**src/signed_seven_segment_serial_driver_unit_defines.svh**
```systemverilog
// Assertion macros shared by the seven-segment serial driver RTL
`ifndef SIGNED_SEVEN_SEGMENT_SERIAL_DRIVER_UNIT_DEFINES_SVH
`define SIGNED_SEVEN_SEGMENT_SERIAL_DRIVER_UNIT_DEFINES_SVH

// Same-cycle implication, clocked on i_clk, off during reset
`define SSD_ASSERT_NOW(lbl, ante, cons, msg) \
    lbl: assert property (@(posedge i_clk) disable iff (!i_rst_n) (ante) |-> (cons)) \
        else $error(msg);

// Next-cycle implication, clocked on i_clk, off during reset
`define SSD_ASSERT_NEXT(lbl, ante, cons, msg) \
    lbl: assert property (@(posedge i_clk) disable iff (!i_rst_n) (ante) |=> (cons)) \
        else $error(msg);

`endif

```
**src/ssd_pkg.sv**
```systemverilog
// Shared types, constants and segment table for the seven-segment serial driver
package ssd_pkg;

    localparam int DEF_NUM_DIGITS = 4;
    localparam int OPCODE_W       = 2;
    localparam int VALUE_W        = 15;
    localparam int SYM_W          = 4;
    localparam int DIGIT_W        = 2;
    localparam int SEG_BITS       = 8;
    localparam int SEG_IDX_W      = 3;

    // Opcodes
    localparam logic [OPCODE_W-1:0] OP_SHOW_NUM = 2'd0;
    localparam logic [OPCODE_W-1:0] OP_BLANK    = 2'd1;
    localparam logic [OPCODE_W-1:0] OP_SYMBOL   = 2'd2;
    localparam logic [OPCODE_W-1:0] OP_UNUSED   = 2'd3;  // dropped, no output

    // Symbol codes
    localparam logic [SYM_W-1:0] SYM_DOT     = 4'd10;
    localparam logic [SYM_W-1:0] SYM_MINUS   = 4'd11;
    localparam logic [SYM_W-1:0] SYM_BLANK   = 4'd12;
    localparam logic [SYM_W-1:0] NUM_SYMBOLS = 4'd13;

    // Divide by ten: q = (x * 52429) >> 19, exact for x below 43690
    localparam int               DIV10_MUL_W = 16;
    localparam logic [DIV10_MUL_W-1:0] DIV10_MUL = 16'd52429;
    localparam int               DIV10_SHIFT = 19;

    // Control from the sequencer to the digit unit
    typedef struct packed {
        logic load;   // take a new request
        logic mul;    // register quotient of magnitude by ten
        logic rem;    // form digit symbol, shift magnitude down
        logic first;  // current frame is digit position zero
    } t_dig_ctl;

    // 10^n, elaboration only
    function automatic int pow10(input int n);
        int p;
        p = 1;
        for (int k = 0; k < n; k++) begin
            p = p * 10;
        end
        return p;
    endfunction

    // Active-low segment pattern, bit 0 sent first
    function automatic logic [SEG_BITS-1:0] seg_lookup(input logic [SYM_W-1:0] sym);
        logic [SEG_BITS-1:0] seg;
        unique case (sym)
            4'd0:    seg = 8'h03;
            4'd1:    seg = 8'h9F;
            4'd2:    seg = 8'h25;
            4'd3:    seg = 8'h0D;
            4'd4:    seg = 8'h99;
            4'd5:    seg = 8'h49;
            4'd6:    seg = 8'h41;
            4'd7:    seg = 8'h1F;
            4'd8:    seg = 8'h01;
            4'd9:    seg = 8'h09;
            SYM_DOT: seg = 8'hFE;
            SYM_MINUS: seg = 8'hFD;
            default: seg = 8'hFF;
        endcase
        return seg;
    endfunction

endpackage

```
**src/ssd_if.sv**
```systemverilog
// Request and serial-bit channel interfaces
interface ssd_in_if;
    logic                                valid;
    logic                                ready;
    logic [ssd_pkg::OPCODE_W-1:0]        opcode;
    logic signed [ssd_pkg::VALUE_W-1:0]  value;
    logic [ssd_pkg::SYM_W-1:0]           symbol;
    logic [ssd_pkg::DIGIT_W-1:0]         digit;

    modport source (output valid, opcode, value, symbol, digit, input ready);
    modport sink   (input valid, opcode, value, symbol, digit, output ready);
endinterface

interface ssd_out_if;
    logic                          valid;
    logic                          ready;
    logic                          serial_bit;
    logic                          latch_after;
    logic [ssd_pkg::DIGIT_W-1:0]   frame_digit;
    logic                          last;

    modport source (output valid, serial_bit, latch_after, frame_digit, last, input ready);
    modport sink   (input valid, serial_bit, latch_after, frame_digit, last, output ready);
endinterface

```
**src/ssd_digit_unit.sv**
```systemverilog
// Shared divide-by-ten unit producing one digit symbol per frame
module ssd_digit_unit #(
    parameter int NUM_DIGITS = ssd_pkg::DEF_NUM_DIGITS
) (
    input  logic                                i_clk,
    input  logic                                i_rst_n,
    input  ssd_pkg::t_dig_ctl                   i_ctl,
    input  logic [ssd_pkg::OPCODE_W-1:0]        i_opcode,
    input  logic signed [ssd_pkg::VALUE_W-1:0]  i_value,
    input  logic [ssd_pkg::SYM_W-1:0]           i_symbol,
    output logic [ssd_pkg::SYM_W-1:0]           o_sym
);

    localparam int VW    = ssd_pkg::VALUE_W;
    localparam int MaxV  = ssd_pkg::pow10(NUM_DIGITS) - 1;
    localparam int MinV  = -(ssd_pkg::pow10(NUM_DIGITS - 1) - 1);
    localparam int RepHi = (1 << (VW - 1)) - 1;
    localparam int RepLo = -(1 << (VW - 1));
    localparam int SatHi = (MaxV > RepHi) ? RepHi : MaxV;
    localparam int SatLo = (MinV < RepLo) ? RepLo : MinV;
    localparam logic signed [VW-1:0] SatHiV = VW'(SatHi);
    localparam logic signed [VW-1:0] SatLoV = VW'(SatLo);
    localparam int ProdW = VW + ssd_pkg::DIV10_MUL_W;

    logic [VW-1:0]                 r_mag;
    logic [VW-1:0]                 r_quo;
    logic                          r_neg;
    logic                          r_placed;
    logic                          r_num;
    logic [ssd_pkg::SYM_W-1:0]     r_sym;

    logic signed [VW-1:0]          v_sat;
    logic signed [VW:0]            v_wide;
    logic [VW-1:0]                 n_mag;
    logic [ProdW-1:0]              prod;
    logic [VW-1:0]                 quo10;
    logic [ssd_pkg::SYM_W-1:0]     rem;

    // Saturate and take magnitude
    always_comb begin
        if (i_value > SatHiV) begin
            v_sat = SatHiV;
        end else if (i_value < SatLoV) begin
            v_sat = SatLoV;
        end else begin
            v_sat = i_value;
        end
        v_wide = (VW+1)'(v_sat);
        n_mag  = v_wide[VW] ? VW'(-v_wide) : VW'(v_wide);
    end

    // Reciprocal multiply, then remainder by shift-add
    always_comb begin
        prod  = ProdW'(r_mag) * ProdW'(ssd_pkg::DIV10_MUL);
        quo10 = VW'({r_quo, 3'b000}) + VW'({r_quo, 1'b0});
        rem   = ssd_pkg::SYM_W'(r_mag - quo10);
    end

    // Magnitude, quotient and symbol registers
    always_ff @(posedge i_clk) begin
        if (!i_rst_n) begin
            r_placed <= 1'b0;
            r_num    <= 1'b0;
        end else if (i_ctl.load) begin
            r_mag    <= n_mag;
            r_neg    <= v_sat[VW-1];
            r_placed <= 1'b0;
            r_num    <= (i_opcode == ssd_pkg::OP_SHOW_NUM);
            if (i_opcode == ssd_pkg::OP_SYMBOL && i_symbol < ssd_pkg::NUM_SYMBOLS) begin
                r_sym <= i_symbol;
            end else begin
                r_sym <= ssd_pkg::SYM_BLANK;
            end
        end else if (i_ctl.mul) begin
            r_quo <= VW'(prod >> ssd_pkg::DIV10_SHIFT);
        end else if (i_ctl.rem && r_num) begin
            r_mag <= r_quo;
            // digits while magnitude remains, then one minus, then blanks
            if (i_ctl.first || r_mag != '0) begin
                r_sym <= rem;
            end else if (r_neg && !r_placed) begin
                r_sym    <= ssd_pkg::SYM_MINUS;
                r_placed <= 1'b1;
            end else begin
                r_sym <= ssd_pkg::SYM_BLANK;
            end
        end
    end

    assign o_sym = r_sym;

endmodule

```
**src/signed_seven_segment_serial_driver_unit.sv**
```systemverilog
// Top level: frame sequencer and serial output register of the seven-segment driver
// The first serial bit is registered after the request is accepted, once the output register is free.
// Throughput: one bit per cycle while the sink is ready; a frame is NUM_DIGITS+8 bits, so a
// number or blank request sends NUM_DIGITS frames and a symbol request one frame; the
// shared divide-by-ten unit works during each frame's selects. An unused opcode is
// accepted and dropped without output. Synchronous active-low reset; idle after reset.
`include "signed_seven_segment_serial_driver_unit_defines.svh"

module signed_seven_segment_serial_driver_unit #(
    parameter int NUM_DIGITS = ssd_pkg::DEF_NUM_DIGITS
) (
    input  logic   i_clk,
    input  logic   i_rst_n,
    ssd_in_if.sink   i_in,
    ssd_out_if.source o_out
);

    localparam int FrameLen = NUM_DIGITS + ssd_pkg::SEG_BITS;
    localparam int BW       = $clog2(FrameLen);
    localparam int PW       = ($clog2(NUM_DIGITS) > ssd_pkg::DIGIT_W) ?
                              $clog2(NUM_DIGITS) : ssd_pkg::DIGIT_W;
    localparam int CW       = (PW > BW) ? PW : BW;
    localparam logic [BW-1:0] LastBit = BW'(FrameLen - 1);
    localparam logic [PW-1:0] LastPos = PW'(NUM_DIGITS - 1);

    typedef enum logic {S_IDLE, S_RUN} t_state;

    t_state                          r_state;
    logic [BW-1:0]                   r_bit;
    logic [PW-1:0]                   r_pos;
    logic                            r_single;
    logic                            r_out_valid;
    logic                            r_out_bit;
    logic                            r_out_latch;
    logic [ssd_pkg::DIGIT_W-1:0]     r_out_frame_digit;
    logic                            r_out_last;

    logic                            accept;
    logic                            emit;
    logic                            n_bit_val;
    logic                            frame_end;
    logic                            item_end;
    logic [ssd_pkg::SEG_BITS-1:0]    seg;
    logic [ssd_pkg::SEG_IDX_W-1:0]   seg_idx;
    logic [ssd_pkg::SYM_W-1:0]       sym;
    ssd_pkg::t_dig_ctl               dig_ctl;

    // Handshakes
    assign i_in.ready = (r_state == S_IDLE);
    assign accept     = i_in.valid && i_in.ready;
    assign emit       = (r_state == S_RUN) && (!r_out_valid || o_out.ready);

    // Current serial bit: one-hot select, then segment bits
    always_comb begin
        seg       = ssd_pkg::seg_lookup(sym);
        seg_idx   = ssd_pkg::SEG_IDX_W'(r_bit - BW'(NUM_DIGITS));
        frame_end = (r_bit == LastBit);
        item_end  = frame_end && (r_single || r_pos == LastPos);
        if (r_bit < BW'(NUM_DIGITS)) begin
            n_bit_val = (CW'(r_bit) == CW'(r_pos));
        end else begin
            n_bit_val = seg[seg_idx];
        end
    end

    // Digit unit steps
    always_comb begin
        dig_ctl.load  = accept;
        dig_ctl.mul   = emit && (r_bit == BW'(0));
        dig_ctl.rem   = emit && (r_bit == BW'(1));
        dig_ctl.first = (r_pos == '0);
    end

    ssd_digit_unit #(
        .NUM_DIGITS (NUM_DIGITS)
    ) u_digit (
        .i_clk    (i_clk),
        .i_rst_n  (i_rst_n),
        .i_ctl    (dig_ctl),
        .i_opcode (i_in.opcode),
        .i_value  (i_in.value),
        .i_symbol (i_in.symbol),
        .o_sym    (sym)
    );

    // Sequencer and output register
    always_ff @(posedge i_clk) begin
        if (!i_rst_n) begin
            r_state     <= S_IDLE;
            r_bit       <= '0;
            r_out_valid <= 1'b0;
        end else begin
            unique case (r_state)
                S_IDLE: begin
                    if (accept && i_in.opcode != ssd_pkg::OP_UNUSED) begin
                        r_state  <= S_RUN;
                        r_bit    <= '0;
                        r_single <= (i_in.opcode == ssd_pkg::OP_SYMBOL);
                        r_pos    <= (i_in.opcode == ssd_pkg::OP_SYMBOL) ?
                                    PW'(i_in.digit) : '0;
                    end
                end
                S_RUN: begin
                    if (emit) begin
                        if (frame_end) begin
                            r_bit <= '0;
                            r_pos <= r_pos + PW'(1);
                        end else begin
                            r_bit <= r_bit + BW'(1);
                        end
                        if (item_end) begin
                            r_state <= S_IDLE;
                        end
                    end
                end
                default: r_state <= S_IDLE;
            endcase

            if (emit) begin
                r_out_valid <= 1'b1;
            end else if (o_out.ready) begin
                r_out_valid <= 1'b0;
            end
        end

        if (emit) begin
            r_out_bit         <= n_bit_val;
            r_out_latch       <= frame_end;
            r_out_frame_digit <= r_pos[ssd_pkg::DIGIT_W-1:0];
            r_out_last        <= item_end;
        end
    end

    assign o_out.valid       = r_out_valid;
    assign o_out.serial_bit  = r_out_bit;
    assign o_out.latch_after = r_out_latch;
    assign o_out.frame_digit = r_out_frame_digit;
    assign o_out.last        = r_out_last;

    // Checks
    `SSD_ASSERT_NOW(a_last_has_latch, r_out_valid && r_out_last, r_out_latch, "last bit without latch")
    `SSD_ASSERT_NEXT(a_idle_after_last, emit && item_end, r_state == S_IDLE, "no idle after last bit")
    `SSD_ASSERT_NOW(a_accept_at_frame_start, accept, r_bit == '0, "request taken mid-frame")
    `SSD_ASSERT_NEXT(a_frame_wrap, emit && frame_end, r_bit == '0, "frame counter did not wrap")

endmodule

```
**src/flat_wrapper.sv**
```systemverilog
// flat-port wrapper written by rule: the top's interface ports become plain ports
module signed_seven_segment_serial_driver_unit_flat 
#(
    parameter int NUM_DIGITS = ssd_pkg::DEF_NUM_DIGITS
)
  (i_clk, i_rst_n, i_in_valid, i_in_opcode, i_in_value, i_in_symbol, i_in_digit, i_in_ready, o_out_valid, o_out_serial_bit, o_out_latch_after, o_out_frame_digit, o_out_last, o_out_ready);
  ssd_in_if i_in_i ();
  ssd_out_if o_out_i ();
  input  logic i_clk;
  input  logic i_rst_n;
  input wire logic [$bits(i_in_i.valid)-1:0] i_in_valid;
  input wire logic [$bits(i_in_i.opcode)-1:0] i_in_opcode;
  input wire logic [$bits(i_in_i.value)-1:0] i_in_value;
  input wire logic [$bits(i_in_i.symbol)-1:0] i_in_symbol;
  input wire logic [$bits(i_in_i.digit)-1:0] i_in_digit;
  output wire logic [$bits(i_in_i.ready)-1:0] i_in_ready;
  output wire logic [$bits(o_out_i.valid)-1:0] o_out_valid;
  output wire logic [$bits(o_out_i.serial_bit)-1:0] o_out_serial_bit;
  output wire logic [$bits(o_out_i.latch_after)-1:0] o_out_latch_after;
  output wire logic [$bits(o_out_i.frame_digit)-1:0] o_out_frame_digit;
  output wire logic [$bits(o_out_i.last)-1:0] o_out_last;
  input wire logic [$bits(o_out_i.ready)-1:0] o_out_ready;
  assign i_in_i.valid = i_in_valid;
  assign i_in_i.opcode = i_in_opcode;
  assign i_in_i.value = i_in_value;
  assign i_in_i.symbol = i_in_symbol;
  assign i_in_i.digit = i_in_digit;
  assign i_in_ready = i_in_i.ready;
  assign o_out_valid = o_out_i.valid;
  assign o_out_serial_bit = o_out_i.serial_bit;
  assign o_out_latch_after = o_out_i.latch_after;
  assign o_out_frame_digit = o_out_i.frame_digit;
  assign o_out_last = o_out_i.last;
  assign o_out_i.ready = o_out_ready;
  signed_seven_segment_serial_driver_unit #(.NUM_DIGITS(NUM_DIGITS)) u_core (.i_clk(i_clk), .i_rst_n(i_rst_n), .i_in(i_in_i), .o_out(o_out_i));
endmodule
```
**config.mk**
```make
export PLATFORM = sky130hd
export DESIGN_NAME = signed_seven_segment_serial_driver_unit_flat
export DESIGN_NICKNAME = d
export VERILOG_FILES = /design/src/ssd_pkg.sv /design/src/ssd_if.sv /design/src/ssd_digit_unit.sv /design/src/signed_seven_segment_serial_driver_unit.sv /design/src/flat_wrapper.sv
export VERILOG_INCLUDE_DIRS = /design/src /design/src/src
export SDC_FILE = /design/constraint.sdc
export NUM_CORES = 1
export LEC_CHECK = 0
export BUFFER_PORTS_ARGS = -buffer_cell sky130_fd_sc_hd__buf_2
export CELL_PAD_IN_SITES_DETAIL_PLACEMENT = 1
export CELL_PAD_IN_SITES_GLOBAL_PLACEMENT = 1
export CORE_MARGIN = 2
export CORE_UTILIZATION = 25
export DETAILED_ROUTE_END_ITERATION = 12
export PLACE_DENSITY_LB_ADDON = 0.2
export SLEW_MARGIN = 20
export SYNTH_ARGS = -nofsm -noshare
export SYNTH_HDL_FRONTEND = slang
export SYNTH_SLANG_ARGS = --single-unit
```
**constraint.sdc**
```tcl
create_clock -name i_clk -period 9.33 [get_ports i_clk]
set_input_delay 0.933 -clock i_clk [delete_from_list [all_inputs] [get_ports i_clk]]
set_output_delay 0.933 -clock i_clk [all_outputs]
set_load 0.02 [all_outputs]
```
==> run metrics, run 1 <==
Worst Hold Class=reg -> reg; RD Place Congestion=0.7959; GR Overflow Total=0; Yosys top cell area share=24.30%; syn nets=910; clk_skew=0.01870 ns; largest net degree at the start of global routing=24; cts repair resizes=0; CP Max Fanout=4; Final Hold Fails=0; Cells after Synth=693; Final Max Slew Viols=0; Core ar.=27,030 sq um; post-layout min period=5.701 ns; Final WS setup=3.629 ns; worst reg2reg path startpoint=u_core.u_digit.r_mag[13]; yosys warns=0; Critical Path Sink Type=register; Util after Layout=28.05%; Seq/Total Area, Yosys=22.05%; starting density of the core=25.53%; number of remaining DRC errors=0; hold_ws=0.4718 ns; status=complete, no violations; top cells by area, synth=ha_1 24%, edfxtp_1 17%, fa_1 16%; worst-skew pair later-pin latency=0.30 ns; First-pass DRT Iterations=4; CTS tree=yes; setup TNS=0 ns; Critical Path RT=9.38 ns; Placed Instance Area=7441 sq um; Peak VDD IR=0.1575 mV; Unique masters post-synth=69; setup bufs post-CTS=0; via count=4,859; f_max=175.4 MHz; DRT iter0 DRCs=222; worst hold endpoint=u_core.u_digit.r_placed; Die H=170.1 um; Worst Path Arrival=5.75 ns; clock buffer depth=2; non-filler cells, final=1,064; Root Buffer=clkbuf_16; global-route wire length before repair=29,080 um; Crit-path slowest cell=fa_1; hold path start=u_core.u_digit.r_placed; Syn Area/Cell=9.955 sq um; reg2reg end=u_core.u_digit.r_quo[10]; dpl cells=1,056; RSZ-0062 raised after global routing=no; final wirelength=17,910 um; Reg clk slew, reported paths=0.09 ns; Cell Pwr Density=311.7 nW/um^2; Area Growth Syn to Fin=9.884%; MaxCap Viol Count=0; CP Class=reg -> reg; number of synthesized flops with an enable pin=40; CP startpoint kind=register; remaining antenna violation count after routing=0; CP max stage delay=0.56 ns; share of flip-flops with an asynchronous set or reset=0%; Antenna diodes=0; H-tree Lvls=2; Post-synth top cells=134 x ha_1, 115 x inv_1, 56 x fa_1; CTS Hold Bufs=0; r2r setup slk=3.63 ns; ordered cell list for the critical path=inv_1 > ha_1 > inv_1 > fa_1 > inv_1 > fa_1 > inv_1 > ha_1 > xor2_1 > fa_1 > fa_1 > ha_1 > a21oi_1 > o221ai_1 > a31oi_1 > o21ai_0 > a31oi_1 > o21ai_0 > xor2_1; vias per cell=4.567; nets=939; vias in the first global route=5,205; Num Clock Sinks=56; IO Count=34; Synth Register Bits=56; Die W=170.1 um; dpl ws=3.559 ns; die area=28,940 sq um; Pleak=3.608 nW; overall power=2.363 mW; FF-to-FF path depth=19; fin area=7581 sq um; synthesized cell area=6899 sq um; Post-DP HPWL=15,760 um; Inserted Clock Buffers=5; Final Setup Violations=0; Worst slew margin=43.44%; layout cell share with drive strength beyond 1=9.682%; most frequent cell after synthesis=ha_1; post-synth top area cell=ha_1; GRT Overall Usage=12.93%; Synth Flop Type=edfxtp_1; port bufs=33; Slew @ Worst Pin=0.8248 ns; hold depth=2; antenna violations before repair=0; row count=60; final worst path period share=61.10%; routed len/inst=16.83 um
-- cell type report --
type	instances	area, sq um
fillers	3150	19440
multi-input cells	507	4870
flip-flops and latches	56	1521
inverters	116	435.4
well taps	341	426.7
repair buffers	36	187.7
clock buffers	6	128.9
clock inverters	2	11.26
-- critical path: cells and delay by family, from the launching register on --
family	cells	cell delay [ns]
flip-flops	1	0.42
adder cells (fa/ha/maj)	7	3.02
AO/OA/AOI/OAI	6	1.39
buffers and inverters	4	0.28
XOR/XNOR	2	0.33
-- worst max path at each step --
stage | slack [ns] | startpoint | end
2_1_floorplan | 4.02 | u_core.u_digit.r_mag[13] | u_core.u_digit.r_quo[9]
3_3_place_gp | 3.56 | u_core.u_digit.r_mag[0] | u_core.u_digit.r_quo[10]
3_5_place_dp | 3.56 | u_core.u_digit.r_mag[0] | u_core.u_digit.r_quo[11]
4_1_cts | 3.56 | u_core.u_digit.r_mag[0] | u_core.u_digit.r_quo[11]
5_1_grt | 3.22 | u_core.u_digit.r_mag[13] | u_core.u_digit.r_quo[10]
6_report | 3.63 | u_core.u_digit.r_mag[13] | u_core.u_digit.r_quo[10]
-- kinds of logic (layout without fill, tap and decap cells) --
| logic type | Yosys count | count (layout) | synth area share [%] |
|---|---|---|---|
| buf+inv | 130 | 160 | 7.363 |
| fa+ha+maj | 190 | 190 | 40.55 |
| simple gates | 153 | 153 | 11.41 |
| compound gates | 116 | 116 | 11.41 |
| mux | 13 | 13 | 2.775 |
| flops | 56 | 56 | 22.05 |
| xor+xnor | 35 | 35 | 4.443 |
-- layer usage --
metal / track usage [%] / vias up / routed length (um)
met4: 0.6689 / 0 / 42
li1: - / 2429 / -
met2: 22.07 / 43 / 8587
met1: 18.45 / 2385 / 8964
met3: 1.372 / 2 / 317
met5: 0 / - / 0
-- cells in the final DEF (no fill, tap or decap), drive strengths merged, types with 3 or more instances in the layout --
| cell | netlist | routed |
|---|---|---|
| ha | 134 | 134 |
| inv | 116 | 117 |
| fa | 56 | 56 |
| nor2 | 44 | 44 |
| edfxtp | 40 | 40 |
| nand2 | 38 | 38 |
| buf | 5 | 36 |
| a21oi | 28 | 28 |
| xnor2 | 23 | 23 |
| o21ai | 22 | 22 |
| dfxtp | 16 | 16 |
| nand3 | 14 | 14 |
| xor2 | 12 | 12 |
| a21o | 11 | 11 |
| nor3 | 10 | 10 |
| nor2b | 9 | 9 |
| a31oi | 9 | 9 |
| mux2i | 8 | 8 |
| o211ai | 7 | 7 |
| nand4 | 6 | 6 |
| clkbuf | 9 | 6 |
| a22oi | 5 | 5 |
| and2 | 5 | 5 |
| nand2b | 5 | 5 |
| and3 | 4 | 4 |
| o21a | 4 | 4 |
| nor4 | 4 | 4 |
| a221oi | 3 | 3 |
| a21boi | 3 | 3 |
| or2 | 3 | 3 |
| mux2 | 3 | 3 |
| a2bb2oi | 3 | 3 |
| o31ai | 3 | 3 |
-- state kept, by name (all words and copies together), names as in the netlist, 2 cells and up --
signal	flops
u_core.u_digit.r_quo	12
u_core.r_bit	4
u_core.u_digit.o_sym	4
u_core.seg	8
u_core.r_pos	2
u_core.o_out.frame_digit	2
u_core.u_digit.r_mag	15
-- power by group --
group / switching [mW] / total (mW) / internal, mW
Clock: 0.0896 / 0.189 / 0.0998
Sequential: 0.0189 / 0.366 / 0.347
Combinational: 1.08 / 1.81 / 0.733
Power figures use the tool's default switching activity.
==> run 2: changes to the inputs <==
--- a/config.mk
+++ b/config.mk
@@ -6,6 +6,7 @@
 export SDC_FILE = /design/constraint.sdc
 export NUM_CORES = 1
 export LEC_CHECK = 0
+export ABC_AREA = 1
 export BUFFER_PORTS_ARGS = -buffer_cell sky130_fd_sc_hd__buf_2
 export CELL_PAD_IN_SITES_DETAIL_PLACEMENT = 1
 export CELL_PAD_IN_SITES_GLOBAL_PLACEMENT = 1
==> constraint.sdc (replaced) <==
create_clock -name i_clk -period 5.3 [get_ports i_clk]
set_input_delay 0.53 -clock i_clk [delete_from_list [all_inputs] [get_ports i_clk]]
set_output_delay 0.53 -clock i_clk [all_outputs]
set_load 0.02 [all_outputs]
==> run metrics, run 2 <==
Num Clock Sinks=56 (unchanged); CTS tree=yes; number of synthesized flops with an enable pin=40 (unchanged); fin area=8332 sq um (+9.9%); Cells after Synth=896 (+29%); IO Count=34 (unchanged); antenna violations before repair=0 (unchanged); most frequent CP cell=inv_1; Seq/Total Area, Yosys=20.86% (-1.2 points); CP max stage delay=0.54 ns (-0.02 ns); most common cell after layout, fill and taps aside=nand2_1; Worst Hold Class=in -> reg; Critical Path RT=5.35 ns (-4.03 ns); Slew @ Worst Pin=0.6839 ns (-0.1410 ns); Pleak=4.213 nW (+17%); Final Max Slew Viols=0 (unchanged); Antenna diodes=0 (unchanged); final wirelength=21,410 um (+20%); Cell Pwr Density=618.5 nW/um^2 (+98%); status=complete, no violations; number of remaining DRC errors=0 (unchanged); Post-DP HPWL=19,000 um (+21%); combinational family with the most area after synthesis=adder cells; Util after Layout=29.03% (+0.98 points); share of flip-flops with an asynchronous set or reset=0% (unchanged); largest net degree at the start of global routing=28 (+17%); Root Buffer=clkbuf_16; top cells by area, synth=ha_1 23%, edfxtp_1 16%, fa_1 15%; Post-Synth Adder-Cell Area=38.35% (-2.2 points); Post-synth top cells=177 x nand2_1, 165 x inv_1, 134 x ha_1; Peak VDD IR=0.4121 mV (+160%); Syn Area/Cell=8.141 sq um (-18%); CP Class=reg -> reg; row count=62 (+3.3%); Synth Flop Type=edfxtp_1; DRT iter0 DRCs=255 (+15%); via count=5,900 (+21%); routed len/inst=16.08 um (-4.5%); Placed Instance Area=8013 sq um (+7.7%); Unique masters post-synth=41 (-41%); yosys warns=0 (unchanged); Worst slew margin=54.26% (+11 points); overall power=5.153 mW (+120%); Yosys top cell area share=22.98% (-1.3 points); syn nets=1,113 (+22%); Die H=174.8 um (+2.8%); dpl cells=1,319 (+25%); Synth Area in Compound Gates=7.942% (-3.5 points); Worst Path Buf+Inv=7 (+3); RD Place Congestion=0.8278 (+4.0%); synthesized cell area=7294 sq um (+5.7%); CTS Hold Bufs=0 (unchanged); H-tree Lvls=2 (unchanged); Crit-path slowest cell=fa_1; Worst Path Arrival=5.12 ns (-0.63 ns); Final Setup Violations=0 (unchanged); port bufs=33 (unchanged); Inserted Clock Buffers=5 (unchanged); Biggest register=u_core.u_digit.r_mag; Critical Path Sink Type=register; First-pass DRT Iterations=4 (unchanged); most frequent cell after synthesis=nand2_1; xor-xnor portion of the synthesized cell area=2.642% (-1.8 points); Final Hold Fails=0 (unchanged); leading cell types in the layout, fill and taps excluded=174 x nand2_1, 163 x inv_1, 131 x ha_1; Area Growth Syn to Fin=14.22%; vias in the first global route=6,332 (+22%); CP Max Fanout=3 (-1); remaining antenna violation count after routing=0 (unchanged); max FFs per register=15 (unchanged); worst-skew pair later-pin latency=0.30 ns (about the same); clk_skew=0.008394 ns (-0.01031 ns); die area=30,560 sq um (+5.6%); fillcell total=3,502 (+11%); ordered cell list for the critical path=buf_4 > inv_1 > ha_1 > ha_1 > inv_1 > fa_1 > inv_1 > fa_1 > fa_1 > inv_1 > fa_1 > inv_1 > ha_1 > nand2_1 > inv_1 > nand2_1 > nor3_1 > nand3b_1 > nand3_2 > nand2_1 > nand4_1 > nand2_1; post-synth top area cell=ha_1; f_max=197.4 MHz (+13%); global-route wire length before repair=34,470 um (+19%); MaxCap Viol Count=0 (unchanged); post-synthesis mux area share=0% (-2.8 points); Top Family by Delay on Critical Path=adder cells; starting density of the core=25.41% (-0.11 points); GR Overflow Total=0 (unchanged); CP startpoint kind=register; Core ar.=28,700 sq um (+6.2%); non-filler cells, final=1,331 (+25%); vias per cell=4.433 (-2.9%); Die W=174.8 um (+2.8%); post-synthesis simple-gate area fraction=21.01% (+9.6 points); GRT Overall Usage=14.41% (+1.5 points); nets=1,163 (+24%); layout cell share with drive strength beyond 1=10.45% (+0.77 points); Synth Register Bits=56 (unchanged); final worst path period share=95.57% (+34 points); Reg clk slew, reported paths=0.08 ns (about the same); post-layout min period=5.065 ns (-0.6353 ns); clock buffer depth=2 (unchanged); hold_ws=0.4468 ns (-0.02497 ns)
run 2: cell count changes after synthesis, moves of 8 or more:
cell and delta:
nand2_1 +140, inv_1 +50, nand3_1 +40, nor2_1 +24
xnor2_1 -13, nor3_1 +10, o21ai_0 +10, nor2b_1 -9
a21oi_1 +8
run 2: metal layers:
metal / GRT usage [%] / vias to the layer above / wire length [um]
met5: 0 / - / 0
met3: 1.545 / 14 / 497
met1: 20.28 / 2822 / 10400
met4: 2.257 / 0 / 316
li1: - / 3013 / -
met2: 24.24 / 51 / 10190
run 2: cell families after synthesis:
kind of cell               count (synthesis)
and+or+nand+nor                          351
xor gates and xnor gates                  22
adders and majority gates                190
AOI/OAI and AO/OA                         99
buffers and inverters                    178
DFF                                       56
run 2: area by class of cell:
class,instances,area [sq um],area share (%)
Timing Repair Buffer,51,300.3,3.604
Clock buffer,7,153.9,1.847
Clock inverter,1,8.758,0.1051
Sequential cell,56,1521,18.26
Multi-Input combinational cell,662,5229,62.76
Inverter,170,638.1,7.659
Tap cell,384,480.5,5.767
run 2: final timing paths:
kind,from,to,slack (ns),cells after the start
worst max register to register,u_core.u_digit.r_mag[10],u_core.u_digit.r_quo[11],0.23,22
worst min register to register,u_core.u_digit.r_placed,u_core.u_digit.r_placed,0.46,2
worst max-delay path,u_core.u_digit.r_mag[10],u_core.u_digit.r_quo[11],0.23,22
worst min-delay path,i_in_opcode[1],u_core.u_digit.r_num,0.45,2
run 2: power breakdown:
part           switching, mW  total (mW)  internal [mW]
Clock                  0.170       0.376          0.207
Sequential            0.0321       0.646          0.614
Combinational           2.62        4.13           1.51
Total                   2.82        5.15           2.33
run 2: what timing repair did:
action,CTS,global route
endpoints found under the setup margin,0,12
buffers inserted,0,4
resized for setup,0,27
run 2: metrics by stage:
step / setup TNS, ns / setup slack, ns
global route: -0.07150 / -0.03758
detailed placement: 0 / 0.007766
floorplan: 0 / 0.4617
finish: 0 / 0.2347
CTS: 0 / 0.01189
global placement: 0 / 0.1181
